File: src/sv/mrse_pkg.sv
`timescale 1ns / 1ps

package mrse_pkg;

    // Default sizes
    localparam int STORE_BYTES_DEF   = 1024;
    localparam int REQUEST_BYTES_DEF = 32;

    // Read size limits (registers)
    localparam logic [7:0] MAX_READ_REGS = 8'd30;
    localparam logic [7:0] READ_CAP      = 8'd30;

    // CRC-16 constants
    localparam logic [15:0] CRC_POLY = 16'hA001;
    localparam logic [15:0] CRC_INIT = 16'hFFFF;

    // Function and exception codes
    localparam logic [7:0] FUNC_READ     = 8'h03;
    localparam logic [7:0] FUNC_WRITE    = 8'h10;
    localparam logic [7:0] EXC_READ      = 8'h83;
    localparam logic [7:0] EXC_WRITE     = 8'h90;
    localparam logic [7:0] EXC_ILL_VALUE = 8'h03;

    // Configuration register indexes
    localparam logic [1:0] CFG_SLAVE_ADDRESS = 2'd0;
    localparam logic [1:0] CFG_READ_LIMIT    = 2'd1;
    localparam logic [1:0] CFG_WRITE_LIMIT   = 2'd2;

    typedef struct packed {
        logic [7:0] slave_address;
        logic [4:0] read_limit;
        logic [6:0] write_limit;
    } cfg_t;

    // Request header fields, zero where not received
    typedef struct packed {
        logic [7:0]  func;
        logic [15:0] addr;
        logic [7:0]  cnt;
        logic [7:0]  nbytes;
    } hdr_t;

    typedef enum logic [1:0] {
        RSP_EXC,
        RSP_READ,
        RSP_WRITE
    } rsp_kind_t;

    typedef enum logic [3:0] {
        ST_IDLE,
        ST_MOD,
        ST_DECIDE,
        ST_HDR,
        ST_RD_REQ,
        ST_RD_DATA,
        ST_CRC_LO,
        ST_CRC_HI,
        ST_WR_REQ,
        ST_WR_DATA
    } state_t;

    // Feed one byte into the Modbus CRC-16
    function automatic logic [15:0] crc_byte(input logic [15:0] crc, input logic [7:0] b);
        logic [15:0] c;
        c = crc ^ {8'd0, b};
        for (int k = 0; k < 8; k++)
        begin
            if (c[0])
                c = (c >> 1) ^ CRC_POLY;
            else
                c = c >> 1;
        end
        return c;
    endfunction

endpackage

File: src/sv/mrse_req_buf.sv
`timescale 1ns / 1ps

module mrse_req_buf #(
    parameter int REQUEST_BYTES = mrse_pkg::REQUEST_BYTES_DEF,
    localparam int RW = $clog2(REQUEST_BYTES),
    localparam int LW = $clog2(REQUEST_BYTES + 1)
) (
    input  logic                clk,
    input  logic                rst_n,
    input  logic                rx_fire,
    input  logic [7:0]          rx_byte,
    input  logic                frame_end,
    input  logic [RW-1:0]       rd_addr,
    input  logic                rd_en,
    output logic [7:0]          rd_data,
    output mrse_pkg::hdr_t      hdr,
    output logic [LW-1:0]       frame_len
);
    import mrse_pkg::*;

    logic [7:0]    mem [REQUEST_BYTES];
    logic [7:0]    rd_data_reg;
    logic [LW-1:0] len_reg;
    logic [LW-1:0] len_next;
    logic [LW-1:0] frame_len_reg;
    hdr_t          hdr_reg;
    logic          room;

    assign room     = len_reg < LW'(REQUEST_BYTES);
    assign len_next = room ? LW'(len_reg + 1'b1) : len_reg;

    // Store the incoming word and serve reads
    always_ff @(posedge clk)
    begin
        if (rx_fire && room)
            mem[len_reg[RW-1:0]] <= rx_byte;
        if (rd_en)
            rd_data_reg <= mem[rd_addr];
    end

    // Track frame length
    always_ff @(posedge clk or negedge rst_n)
    begin
        if (!rst_n)
        begin
            len_reg       <= '0;
            frame_len_reg <= '0;
        end
        else if (rx_fire)
        begin
            if (frame_end)
            begin
                len_reg       <= '0;
                frame_len_reg <= len_next;
            end
            else
                len_reg <= len_next;
        end
    end

    // Capture header fields, clear them on the first word of a frame
    always_ff @(posedge clk)
    begin
        if (rx_fire)
        begin
            case (len_reg)
                LW'(0):
                    hdr_reg <= '0;
                LW'(1):
                    hdr_reg.func <= rx_byte;
                LW'(2):
                    hdr_reg.addr[15:8] <= rx_byte;
                LW'(3):
                    hdr_reg.addr[7:0] <= rx_byte;
                LW'(5):
                    hdr_reg.cnt <= rx_byte;
                LW'(6):
                    hdr_reg.nbytes <= rx_byte;
                default:
                    ;
            endcase
        end
    end

    assign rd_data   = rd_data_reg;
    assign hdr       = hdr_reg;
    assign frame_len = frame_len_reg;

endmodule

File: config.mk
export PLATFORM = sky130hd
export DESIGN_NAME = mrse_req_buf
export DESIGN_NICKNAME = d
export VERILOG_FILES = /design/src/sv/mrse_pkg.sv /design/src/sv/mrse_req_buf.sv
export SDC_FILE = /design/constraint.sdc
export NUM_CORES = 1
export LEC_CHECK = 0
export BUFFER_PORTS_ARGS = -buffer_cell sky130_fd_sc_hd__buf_2
export CAP_MARGIN = 20
export CELL_PAD_IN_SITES_DETAIL_PLACEMENT = 1
export CELL_PAD_IN_SITES_GLOBAL_PLACEMENT = 1
export CORE_ASPECT_RATIO = 1.5
export CORE_MARGIN = 2
export CORE_UTILIZATION = 57
export DETAILED_ROUTE_END_ITERATION = 10
export GPL_TIMING_DRIVEN = 1
export PLACE_DENSITY_LB_ADDON = 0.1
export SLEW_MARGIN = 5
export SYNTH_ARGS = -nofsm -noshare
export SYNTH_HDL_FRONTEND = slang
export SYNTH_SLANG_ARGS = --single-unit
File: constraint.sdc
create_clock -name clk -period 5.44 [get_ports clk]
set_clock_uncertainty 0.15 [all_clocks]
set_input_delay 1.088 -clock clk [delete_from_list [all_inputs] [get_ports clk]]
set_output_delay 1.088 -clock clk [all_outputs]
set_load 0.05 [all_outputs]
==> reports/results.tsv <==
metric	value	unit
synthesized area per cell	21.2	µm²
Peak supply drop	360	µV
core area	21100	µm²
Max Cap Viol	0	
commonest non-fill, non-tap cells in the layout	edfxtp_1, mux4_2, buf_2	
Die Wd	124	µm
FP Rows	65	
Setup CP Type	primary input to flip-flop	
I/O Pins	72	
largest net degree at the start of global routing	38	
Slew headroom	32.0	%
metal3 WL	1690	µm
routability cong.	0.779	
Clock Sinks	316	
CP required	5580	ps
global-route wire length before repair	39600	µm
ranking of synthesized cells by area	edfxtp_1, mux4_2, dfrtp_1	
crit start category	primary input	
Routed met2 length	13700	µm
total power	5.29	mW
synthesized net count	601	
CTS tree	yes	
DRC Markers	0	
Ant. Diodes	0	
cell area power density	383	nW/µm²
final WL	26200	µm
grt ovf	0	
post-CTS setup buffers	0	
Arrival @ worst endpoint	3330	ps
CTS Buf Count	29	
Netlist cell types	36	
share of layout cells above drive strength 1	30.7	%
die area	22800	µm²
post-synthesis sequential area ratio	76.7	%
highest clock rate	0.313	GHz
TritonRoute pass-1 iters	4	
Synth Register Bits	316	
Die Y-Extent	184	µm
period utilisation layout	58.6	%
Crit. End Element	flip-flop	
clock tree buffer depth	3	
M1 WL	10200	µm
post-synth top area share	74.3	%
H-tree Lvls	1	
measured slew at the worst slew-check pin	1020	ps
Final min period	3190	ps
Mapped Cells	579	
Mapped Area	12300	µm²
cell taking the most area after synthesis	edfxtp_1	
P&R area growth vs syn	12.3	%
Tightest Hold Check Type	primary input to async pin	
Hold Buf Count CTS	0	
LEAKAGE	4.62	nW
setup TNS	0	ps
RSZ-0062 raised after global routing	false	
dpl hpwl	17200	µm
via count	5849	
Initial Util	58.3	%
clk slew on worst S/H paths	60	ps
Final Setup Violations	0	
fin nets	674	
vias per cell	6.21	
highest routed layer	met4	
max FFs per register	256	
PostCTS Resize Cnt	0	
root buf cell	clkbuf_16	
antenna violations before repair	0	
1st-iter DRT viols	520	
commonest non-fill, non-tap cell in the layout	edfxtp_1	
ANT nets after route	0	
wire length per cell	27.8	µm
Global Route Usage Sum	24.4	%
vias in the first global route	6305	
Max Slew Vio Count	0	
crit-path max FO	35	
Final Hold Viols	0	
outcome	finished, final reports clean	
worst-skew pair later-pin latency	550	ps
Synth warnings	0	
number of port buffers	71	
synth_stat cells, drive strengths merged:
library cell,number
inv,4
a22oi,1
a21oi,8
clkbuf,20
mux2i,1
edfxtp,304
a31oi,1
a32o,1
or3,2
dfrtp,12
nand4,1
xnor2,4
nor2,41
nand3,1
nand2,5
and2,17
mux2,9
o21ai,3
buf,14
and4b,1
nand4b,1
ha,4
a21o,1
nor4,1
a22o,1
nor2b,3
o211a,1
nand3b,3
and3,27
o22ai,4
mux4,80
nand2b,2
nor3,1
report_power, final:
group	internal (mW)	switching, mW
logic	0.143	0.394
clock network	1.13	0.828
registers	2.76	0.0324
critical path, stage by stage:
cell	delay [ps]
buf_4	480
buf_12	360
mux4_2	590
mux4_2	500
mux2_2	290
path summary, 6_finish.rpt:
path / cells after the start / slack, ps / to / startpoint
worst min register to register: 1 / 380 / frame_len[0] / frame_len[0]
worst min-delay path: 1 / 260 / frame_len[4] / rst_n
worst max-delay path: 5 / 2250 / rd_data[4] / rd_addr[1]
worst max register to register: 4 / 2570 / mem[22][6] / len_reg[0]
max in group asynchronous: 1 / 4660 / len_reg[1] / rst_n
min in group clk: 1 / 380 / frame_len[0] / frame_len[0]
final cells by class:
class | instances | area [µm²]
inverter | 4 | 15.0
clock inverter | 10 | 106
timing repair buffer | 76 | 408
multi-input combinational | 225 | 2690
sequential | 316 | 9430
clock buffer | 43 | 818
tap | 268 | 335
fill | 1738 | 7260
per-stage QoR:
stage	instances	cell area (µm²)	setup WS, ps	hold slack, ps	util, %
after global routing	942	13800	2090	262	65.5
after floorplan	579	12300	2220	477	-
after detailed placement	889	12900	1610	371	61.1
after global placement	889	12900	1650	344	61.1
after CTS	942	13800	2180	251	65.5
final	942	13800	2250	260	65.5
metal layers:
metal | global-route usage [%] | vias to the layer above
met3 | 3.57 | 45
met1 | 33.7 | 3052
met4 | 7.55 | 0
met2 | 40.8 | 241
li1 | - | 2511
met5 | 0 | -
cell families (layout without fill, tap and decap cells):
kind of cell | Yosys count | after routing | share of synthesized area, %
muxes | 90 | 90 | 15.6
AOI/OAI and AO/OA | 21 | 21 | 1.06
and+or+nand+nor | 106 | 106 | 4.52
xor gates and xnor gates | 4 | 4 | 0.285
buffers and inverters | 38 | 133 | 1.42
adders and majority gates | 4 | 4 | 0.407
DFF | 316 | 316 | 76.7
No activity file was read; power rests on OpenSTA's default activity.
