### src/sv/mrse_pkg.sv
`timescale 1ns / 1ps

package mrse_pkg;

    // Default sizes
    localparam int STORE_BYTES_DEF   = 1024;
    localparam int REQUEST_BYTES_DEF = 32;

    // Read size limits (registers)
    localparam logic [7:0] MAX_READ_REGS = 8'd30;
    localparam logic [7:0] READ_CAP      = 8'd30;

    // CRC-16 constants
    localparam logic [15:0] CRC_POLY = 16'hA001;
    localparam logic [15:0] CRC_INIT = 16'hFFFF;

    // Function and exception codes
    localparam logic [7:0] FUNC_READ     = 8'h03;
    localparam logic [7:0] FUNC_WRITE    = 8'h10;
    localparam logic [7:0] EXC_READ      = 8'h83;
    localparam logic [7:0] EXC_WRITE     = 8'h90;
    localparam logic [7:0] EXC_ILL_VALUE = 8'h03;

    // Configuration register indexes
    localparam logic [1:0] CFG_SLAVE_ADDRESS = 2'd0;
    localparam logic [1:0] CFG_READ_LIMIT    = 2'd1;
    localparam logic [1:0] CFG_WRITE_LIMIT   = 2'd2;

    typedef struct packed {
        logic [7:0] slave_address;
        logic [4:0] read_limit;
        logic [6:0] write_limit;
    } cfg_t;

    // Request header fields, zero where not received
    typedef struct packed {
        logic [7:0]  func;
        logic [15:0] addr;
        logic [7:0]  cnt;
        logic [7:0]  nbytes;
    } hdr_t;

    typedef enum logic [1:0] {
        RSP_EXC,
        RSP_READ,
        RSP_WRITE
    } rsp_kind_t;

    typedef enum logic [3:0] {
        ST_IDLE,
        ST_MOD,
        ST_DECIDE,
        ST_HDR,
        ST_RD_REQ,
        ST_RD_DATA,
        ST_CRC_LO,
        ST_CRC_HI,
        ST_WR_REQ,
        ST_WR_DATA
    } state_t;

    // Feed one byte into the Modbus CRC-16
    function automatic logic [15:0] crc_byte(input logic [15:0] crc, input logic [7:0] b);
        logic [15:0] c;
        c = crc ^ {8'd0, b};
        for (int k = 0; k < 8; k++)
        begin
            if (c[0])
                c = (c >> 1) ^ CRC_POLY;
            else
                c = c >> 1;
        end
        return c;
    endfunction

endpackage

### src/sv/mrse_ctrl.sv
`timescale 1ns / 1ps

module mrse_ctrl #(
    parameter int STORE_BYTES   = mrse_pkg::STORE_BYTES_DEF,
    parameter int REQUEST_BYTES = mrse_pkg::REQUEST_BYTES_DEF,
    localparam int AW = $clog2(STORE_BYTES),
    localparam int RW = $clog2(REQUEST_BYTES),
    localparam int LW = $clog2(REQUEST_BYTES + 1)
) (
    input  logic           clk,
    input  logic           rst_n,
    input  mrse_pkg::cfg_t cfg,
    input  logic           rx_fire,
    input  logic           frame_end,
    output logic           ready,
    input  mrse_pkg::hdr_t hdr,
    input  logic [LW-1:0]  frame_len,
    output logic           rb_rd_en,
    output logic [RW-1:0]  rb_rd_addr,
    input  logic [7:0]     rb_rd_data,
    input  logic           clear_busy,
    output logic           st_rd_en,
    output logic [AW-1:0]  st_addr,
    input  logic [7:0]     st_rd_data,
    output logic           st_wr_en,
    output logic [7:0]     st_wr_data,
    output logic           tx_valid,
    input  logic           tx_stall,
    output logic [7:0]     tx_byte,
    output logic           tx_last
);
    import mrse_pkg::*;

    // Rounded-up reciprocal of the store size, scaled by 2^32
    localparam logic [32:0] MOD_RECIP =
        33'(((64'd1 << 32) + 64'(STORE_BYTES) - 64'd1) / 64'(STORE_BYTES));

    state_t        state_reg, state_next;
    rsp_kind_t     kind_reg, kind_next;
    logic [7:0]    code_reg, code_next;
    logic [15:0]   crc_reg, crc_next;
    logic [2:0]    hidx_reg, hidx_next;
    logic [7:0]    i_reg, i_next;
    logic [AW-1:0] ptr_reg, ptr_next;
    logic [15:0]   rem_reg, rem_next;
    logic [3:0]    mcnt_reg, mcnt_next;
    logic          out_valid_reg, out_valid_next;
    logic [7:0]    out_byte_reg, out_byte_next;
    logic          out_last_reg, out_last_next;

    logic          slot_free;
    logic          emit;
    logic [7:0]    emit_byte;
    logic          emit_last;
    logic [7:0]    rd_bytes;
    logic [7:0]    lim;
    logic [7:0]    hdr_byte;
    logic [2:0]    hdr_len;
    logic [48:0]   prod_q;
    logic [32:0]   prod_r;
    logic [15:0]   rem_step;
    logic [9:0]    wr_pos;
    logic          wr_more;
    logic [AW-1:0] ptr_inc;

    assign slot_free = !out_valid_reg || !tx_stall;
    assign rd_bytes  = {hdr.cnt[6:0], 1'b0};
    assign ready     = (state_reg == ST_IDLE) && !clear_busy;
    assign ptr_inc   = (ptr_reg == AW'(STORE_BYTES - 1)) ? '0 : AW'(ptr_reg + 1'b1);
    assign wr_pos    = 10'(i_reg) + 10'd7;
    assign wr_more   = (i_reg < hdr.nbytes) && (wr_pos < 10'(frame_len));

    // Effective read limit
    always_comb
    begin
        lim = {3'd0, cfg.read_limit};
        if (lim > MAX_READ_REGS)
            lim = MAX_READ_REGS;
        if (lim > READ_CAP)
            lim = READ_CAP;
    end

    // Start address modulo store size: quotient by reciprocal, then remainder
    always_comb
    begin
        prod_q   = 49'(hdr.addr) * 49'(MOD_RECIP);
        prod_r   = 33'(rem_reg) * 33'(STORE_BYTES);
        rem_step = hdr.addr - prod_r[15:0];
    end

    // Header word for the current response
    always_comb
    begin
        hdr_len  = 3'd3;
        hdr_byte = cfg.slave_address;
        case (kind_reg)
            RSP_EXC:
            begin
                if (hidx_reg == 3'd1)
                    hdr_byte = code_reg;
                else if (hidx_reg == 3'd2)
                    hdr_byte = EXC_ILL_VALUE;
            end
            RSP_READ:
            begin
                if (hidx_reg == 3'd1)
                    hdr_byte = FUNC_READ;
                else if (hidx_reg == 3'd2)
                    hdr_byte = rd_bytes;
            end
            RSP_WRITE:
            begin
                hdr_len = 3'd6;
                case (hidx_reg)
                    3'd1: hdr_byte = FUNC_WRITE;
                    3'd2: hdr_byte = hdr.addr[15:8];
                    3'd3: hdr_byte = hdr.addr[7:0];
                    3'd4: hdr_byte = 8'd0;
                    3'd5: hdr_byte = hdr.cnt;
                    default: hdr_byte = cfg.slave_address;
                endcase
            end
            default:
                hdr_byte = cfg.slave_address;
        endcase
    end

    // Sequencer
    always_comb
    begin
        state_next = state_reg;
        kind_next  = kind_reg;
        code_next  = code_reg;
        crc_next   = crc_reg;
        hidx_next  = hidx_reg;
        i_next     = i_reg;
        ptr_next   = ptr_reg;
        rem_next   = rem_reg;
        mcnt_next  = mcnt_reg;
        emit       = 1'b0;
        emit_byte  = hdr_byte;
        emit_last  = 1'b0;
        rb_rd_en   = 1'b0;
        rb_rd_addr = wr_pos[RW-1:0];
        st_rd_en   = 1'b0;
        st_wr_en   = 1'b0;
        st_wr_data = rb_rd_data;
        st_addr    = ptr_reg;

        case (state_reg)
            ST_IDLE:
            begin
                if (rx_fire && frame_end)
                begin
                    mcnt_next  = 4'd0;
                    state_next = ST_MOD;
                end
            end
            ST_MOD:
            begin
                mcnt_next = 4'(mcnt_reg + 1'b1);
                if (mcnt_reg == 4'd0)
                    rem_next = prod_q[47:32];
                else
                begin
                    ptr_next   = rem_step[AW-1:0];
                    state_next = ST_DECIDE;
                end
            end
            ST_DECIDE:
            begin
                crc_next   = CRC_INIT;
                hidx_next  = 3'd0;
                i_next     = 8'd0;
                state_next = ST_HDR;
                if (hdr.func == FUNC_READ)
                begin
                    if (hdr.cnt >= lim)
                    begin
                        kind_next = RSP_EXC;
                        code_next = EXC_READ;
                    end
                    else
                        kind_next = RSP_READ;
                end
                else if (hdr.func == FUNC_WRITE)
                begin
                    if (hdr.cnt > {1'b0, cfg.write_limit})
                    begin
                        kind_next = RSP_EXC;
                        code_next = EXC_WRITE;
                    end
                    else
                        kind_next = RSP_WRITE;
                end
                else
                    state_next = ST_IDLE;
            end
            ST_HDR:
            begin
                if (slot_free)
                begin
                    emit      = 1'b1;
                    crc_next  = crc_byte(crc_reg, hdr_byte);
                    hidx_next = 3'(hidx_reg + 1'b1);
                    if (hidx_reg == 3'(hdr_len - 1'b1))
                    begin
                        if (kind_reg == RSP_READ && rd_bytes != 8'd0)
                            state_next = ST_RD_REQ;
                        else
                            state_next = ST_CRC_LO;
                    end
                end
            end
            ST_RD_REQ:
            begin
                st_rd_en   = 1'b1;
                state_next = ST_RD_DATA;
            end
            ST_RD_DATA:
            begin
                emit_byte = st_rd_data;
                if (slot_free)
                begin
                    emit     = 1'b1;
                    crc_next = crc_byte(crc_reg, st_rd_data);
                    i_next   = 8'(i_reg + 1'b1);
                    ptr_next = ptr_inc;
                    if (8'(i_reg + 1'b1) == rd_bytes)
                        state_next = ST_CRC_LO;
                    else
                        state_next = ST_RD_REQ;
                end
            end
            ST_CRC_LO:
            begin
                emit_byte = crc_reg[7:0];
                if (slot_free)
                begin
                    emit       = 1'b1;
                    state_next = ST_CRC_HI;
                end
            end
            ST_CRC_HI:
            begin
                emit_byte = crc_reg[15:8];
                emit_last = 1'b1;
                if (slot_free)
                begin
                    emit       = 1'b1;
                    i_next     = 8'd0;
                    state_next = (kind_reg == RSP_WRITE) ? ST_WR_REQ : ST_IDLE;
                end
            end
            ST_WR_REQ:
            begin
                if (wr_more)
                begin
                    rb_rd_en   = 1'b1;
                    state_next = ST_WR_DATA;
                end
                else
                    state_next = ST_IDLE;
            end
            ST_WR_DATA:
            begin
                st_wr_en   = 1'b1;
                i_next     = 8'(i_reg + 1'b1);
                ptr_next   = ptr_inc;
                state_next = ST_WR_REQ;
            end
            default:
                state_next = ST_IDLE;
        endcase
    end

    // Output word register
    always_comb
    begin
        out_valid_next = out_valid_reg;
        out_byte_next  = out_byte_reg;
        out_last_next  = out_last_reg;
        if (emit)
        begin
            out_valid_next = 1'b1;
            out_byte_next  = emit_byte;
            out_last_next  = emit_last;
        end
        else if (!tx_stall)
            out_valid_next = 1'b0;
    end

    // Hold control state
    always_ff @(posedge clk or negedge rst_n)
    begin
        if (!rst_n)
        begin
            state_reg     <= ST_IDLE;
            kind_reg      <= RSP_EXC;
            crc_reg       <= CRC_INIT;
            hidx_reg      <= '0;
            i_reg         <= '0;
            mcnt_reg      <= '0;
            out_valid_reg <= 1'b0;
        end
        else
        begin
            state_reg     <= state_next;
            kind_reg      <= kind_next;
            crc_reg       <= crc_next;
            hidx_reg      <= hidx_next;
            i_reg         <= i_next;
            mcnt_reg      <= mcnt_next;
            out_valid_reg <= out_valid_next;
        end
    end

    // Advance payload registers
    always_ff @(posedge clk)
    begin
        code_reg     <= code_next;
        ptr_reg      <= ptr_next;
        rem_reg      <= rem_next;
        out_byte_reg <= out_byte_next;
        out_last_reg <= out_last_next;
    end

    assign tx_valid = out_valid_reg;
    assign tx_byte  = out_byte_reg;
    assign tx_last  = out_last_reg;

    a_emit_free: assert property (@(posedge clk) disable iff (!rst_n)
        emit |-> slot_free) else $error("word emitted over a pending word");
    a_crc_last: assert property (@(posedge clk) disable iff (!rst_n)
        (emit && state_reg == ST_CRC_HI) |=> (tx_valid && tx_last))
        else $error("final CRC word not marked last");
    a_no_wr_clear: assert property (@(posedge clk) disable iff (!rst_n)
        st_wr_en |-> !clear_busy) else $error("store write during clearing pass");
    a_rd_range: assert property (@(posedge clk) disable iff (!rst_n)
        state_reg == ST_RD_DATA |-> i_reg < rd_bytes)
        else $error("read index beyond byte count");

endmodule

### config.mk
export PLATFORM = sky130hd
export DESIGN_NAME = mrse_ctrl
export DESIGN_NICKNAME = d
export VERILOG_FILES = /design/src/sv/mrse_pkg.sv /design/src/sv/mrse_ctrl.sv
export SDC_FILE = /design/constraint.sdc
export NUM_CORES = 1
export LEC_CHECK = 0
export BUFFER_PORTS_ARGS = -buffer_cell sky130_fd_sc_hd__buf_4
export CORE_AREA = 4 4 131 133
export CTS_CLUSTER_DIAMETER = 50
export DETAILED_ROUTE_END_ITERATION = 6
export DIE_AREA = 0 0 135 137
export RECOVER_POWER = 50
export SKIP_LAST_GASP = 1
export SYNTH_ARGS = -nofsm -noshare
export SYNTH_HDL_FRONTEND = slang
export SYNTH_SLANG_ARGS = --single-unit
### constraint.sdc
create_clock -name clk -period 3.6 [get_ports clk]
set_input_delay 0.18 -clock clk [delete_from_list [all_inputs] [get_ports clk]]
set_output_delay 0.18 -clock clk [all_outputs]
set_load 0.005 [all_outputs]
==> reports/metrics.sh <==
RUN_STATUS='finished with violations'
FAILED_CHECKS='max-capacitance violations, max-slew violations'
CLOCK_INSERTION_DELAY_WORST_SKEW_NS=0.34
CORE.ROWCOUNT=46
SLEW_VIOLATIONS=39
PLACE.PORT_BUFFERS=108
ANTENNA_CELLS=0
GRT_SETUP_UNREPAIRED='false'
GRT_PASS1_WL_UM=27010
POWER.LEAKAGE_nW=2.909
POST_ROUTE_CELLS_DRIVE_ABOVE_1_SHARE=0.2085
POST_DRT_WL_PER_CELL_UM=17.09
ANTENNA_FOUND_INITIAL=0
FINAL.HOLD.WORST_SLACK_NS=0.1455
FINALSETUPVIOLATIONS=0
SYNTH_SEQ_CELLS=59
MAX-CAP-VIOLATIONS=1
CRIT_PATH_END_KIND='register'
FIRST_GLOBAL_VIAS=5084
SYN-CELL-AREA_UM2=5483
SYNTHESIS.NETS=799
FINAL.PERIOD_UTILIZATION=0.9371
ROUTE.DETAILED.DRC=0
CRIT_ARRIVAL_NS=3.64
NFILLCELLS=1616
REPORT.FINAL.HOLD_VIOL_COUNT=0
ROUTED-VIA-COUNT=5358
GRT_START_MAX_NET_PINS=39
SETUP_TNS_NS=0
FINAL_PERIOD_MINUS_WORST_SETUP_SLACK_NS=3.374
CTS.SINKS=59
CTS_MAX_PATH_BUFFERS=2
DIE_H_UM=137
ACHIEVABLE-FREQUENCY_MHz=296.4
CRITPATHMAXFANOUT=12
ASYNC_FLOP_SHARE=0.6441
PLACE.DETAILED.HPWL_UM=12960
DETAIL-ROUTE-ANTENNA-NETS=0
YS_SEQ_AREA_FRAC=0.2921
YOSYS-TOP-CELLS-AREA='sky130_fd_sc_hd__edfxtp_1 12%, sky130_fd_sc_hd__dfrtp_1 10%, sky130_fd_sc_hd__dfstp_2 7.7%'
START_UTIL=0.3464
WORST_MARGIN_SLEW_NS=2.131
YS.WARNINGS.COUNT=0
P_PER_AREA_nW_PER_UM2=797.3
DRT-INITIAL-DRC-COUNT=515
VDD_IR_DROP_MAX_mV=0.2991
CLOCK_TREE_FROM_TRITONCTS='yes'
COUNT_OF_DIFFERENT_CELL_MASTERS_AFTER_SYNTHESIS=77
POST-PLACE-CELLS=971
ROUTE.FINAL.WIRE_LENGTH_UM=16890
IO_PINS=125
CTS-ROOT-BUF='sky130_fd_sc_hd__clkbuf_16'
CATEGORY_OF_THE_WORST_SETUP_PATH_LAUNCH_POINT='register'
DRT_PASS1_ITERATIONS=6
SYNTH_LARGEST_AREA_CELL='sky130_fd_sc_hd__edfxtp_1'
TIMING.CLOCK.SKEW_NS=0.01067
SETUP_CRIT_PATH_KIND='reg2reg'
CLOCK_TRANSITION_AT_THE_REGISTERS_OF_THE_REPORTED_PATHS_NS=0.05
CHIPWIDTH_UM=135
YOSYS.AREA.TOP_TYPE_SHARE=0.1150
ROUTE.DETAILED.VIAS_PER_INST=5.423
FINAL_NET_COUNT=888
DIE-AREA_UM2=18500
GP_CONGESTION=0.8703
TRITONCTS.NUM_BUFFERS=9
SLEW_HEADROOM=-0.4205
FINISH.UTILIZATION=0.4235
NUMBER_OF_CELLS_TRAVERSED_BY_THE_WORST_HOLD_PATH=3
FLOORPLAN.CORE_AREA_UM2=15830
SYNTH-EDFF-COUNT=21
SYNTH-MAIN-FF-CELL='sky130_fd_sc_hd__dfrtp_1'
HOLD_PATH_CLASS='in2reg'
GRT_UTIL_ALL_LAYERS=0.1849
RR_WORST_DEPTH=10
INSTANCES_NO_FILL=988
HTREE_NUM_LEVELS=3
LARGEST_REG_FLOPS=16
SYN-MEAN-INSTANCE-AREA_UM2=8.087
POSTSYNTHCELLCOUNT=678
SYNTHESIS_TO_FINISH_AREA_GROWTH_PCT=22.25
CTS_POST_SETUP_BUFFERS_INSERTED=0
GLOBALROUTE.TOTALOVERFLOW=0
CRITICAL_PATH_RT_NS=3.87
DESIGN_POWER_TOTAL_W=0.005344
[final timing paths]
path                              from          end  slack [ns]
min in group asynchronous        rst_n     i_reg[6]        1.01
setup reg to reg           hidx_reg[0]   crc_reg[0]        0.23
setup / recovery           hidx_reg[0]   crc_reg[0]        0.23
hold reg to reg            crc_reg[11]  crc_reg[11]        0.46
hold / removal                 hdr[17]   st_addr[1]        0.15
max in group asynchronous        rst_n  mcnt_reg[1]        1.38
[cells by family after synthesis]
| logic type | synth area share |
|---|---|
| xor gates and xnor gates | 0.08740 |
| adders and majority gates | 0.07531 |
| AOI/OAI and AO/OA | 0.2526 |
| DFF | 0.2921 |
| and+or+nand+nor | 0.2129 |
| muxes | 0.01301 |
| buffers and inverters | 0.06663 |
[critical path: stages (launching register included)]
cell and delay [ns]:
sky130_fd_sc_hd__dfrtp_1 0.44, sky130_fd_sc_hd__ha_1 0.39, sky130_fd_sc_hd__and2_1 0.30, sky130_fd_sc_hd__a221o_1 0.39, sky130_fd_sc_hd__a221o_1 0.33, sky130_fd_sc_hd__and3b_4 0.21
sky130_fd_sc_hd__or3_4 0.39, sky130_fd_sc_hd__a211o_1 0.31, sky130_fd_sc_hd__a22oi_1 0.25, sky130_fd_sc_hd__o32a_1 0.21, sky130_fd_sc_hd__o21ai_1 0.08
[cells in the final DEF (no fill, tap or decap), types with 7 or more instances in the layout]
cell type / netlist / layout
sky130_fd_sc_hd__o211ai_1: 7 / 7
sky130_fd_sc_hd__nand2b_1: 9 / 9
sky130_fd_sc_hd__nor2_1: 60 / 60
sky130_fd_sc_hd__inv_1: 39 / 39
sky130_fd_sc_hd__o21a_1: 7 / 7
sky130_fd_sc_hd__xnor2_1: 30 / 30
sky130_fd_sc_hd__dfrtp_1: 22 / 22
sky130_fd_sc_hd__a21oi_1: 30 / 30
sky130_fd_sc_hd__xor2_1: 17 / 17
sky130_fd_sc_hd__dfstp_2: 16 / 16
sky130_fd_sc_hd__edfxtp_1: 21 / 21
sky130_fd_sc_hd__buf_4: 9 / 95
sky130_fd_sc_hd__nand4_1: 10 / 10
sky130_fd_sc_hd__clkbuf_16: 0 / 9
sky130_fd_sc_hd__a21o_1: 7 / 7
sky130_fd_sc_hd__a31oi_1: 10 / 10
sky130_fd_sc_hd__and2_1: 8 / 8
sky130_fd_sc_hd__ha_1: 33 / 33
sky130_fd_sc_hd__nor3_1: 12 / 12
sky130_fd_sc_hd__clkbuf_4: 0 / 21
sky130_fd_sc_hd__nand3_1: 21 / 21
sky130_fd_sc_hd__and3_1: 7 / 7
sky130_fd_sc_hd__nand2_1: 75 / 75
sky130_fd_sc_hd__o21ai_0: 65 / 65
sky130_fd_sc_hd__nor2b_1: 10 / 9
[cell type report]
cell class / instances / area (um^2) / area share
clock buffers: 10 / 229.0 / 0.03416
clock inverters: 6 / 32.53 / 0.004853
inverters: 41 / 153.9 / 0.02296
multi-input cells: 536 / 3523 / 0.5257
flip-flops and latches: 59 / 1602 / 0.2389
well taps: 216 / 270.3 / 0.04032
repair buffers: 120 / 892.1 / 0.1331
[through the flow]
step           instance area [um^2]  worst slack (ns)
6_report                       6703            0.2264
5_1_grt                        6703          0.007002
4_1_cts                        6706            0.2066
3_5_place_dp                   6435            0.2377
3_3_place_gp                   6435            0.3255
2_1_floorplan                  5483            0.3082
[repair_timing]
item | 4_1_cts | 5_1_grt
gates resized for setup | 0 | 2
endpoints found under the hold margin | 22 | 0
hold buffers | 1 | 0
endpoints found under the setup margin | 0 | 3
[layer usage]
metal,GRT usage,vias to the layer above,share of wire
li1,-,2645,-
met5,0,-,0
met4,0.07167,0,0.023
met3,0.03088,27,0.071
met1,0.2574,2497,0.46
met2,0.2874,189,0.45
[synth_stat cells, drive strengths merged, types with 4 or more instances]
library cell / number
o22ai: 5
a21boi: 6
nor2: 60
or3: 7
o21ai: 67
dfstp: 16
clkbuf: 25
a211oi: 6
mux2i: 6
a22o: 5
a221o: 6
ha: 33
nor3: 13
xor2: 17
and3: 7
inv: 40
o31ai: 5
a21o: 7
a31oi: 10
nand2: 75
nand2b: 9
edfxtp: 21
o21a: 7
o22a: 5
and2: 8
nor4: 4
nand3: 21
a222oi: 4
nor2b: 10
o211ai: 7
dfrtp: 22
xnor2: 30
o221ai: 4
nand4: 10
a21oi: 30
buf: 17
[power breakdown]
group / leakage [nW] / switching [W] / internal [W]
Sequential: 0.666 / 0.000228 / 0.00106
Combinational: 2.12 / 0.00183 / 0.00145
Clock: 0.123 / 0.000317 / 0.000457
No activity file was read; power rests on OpenSTA's default activity.
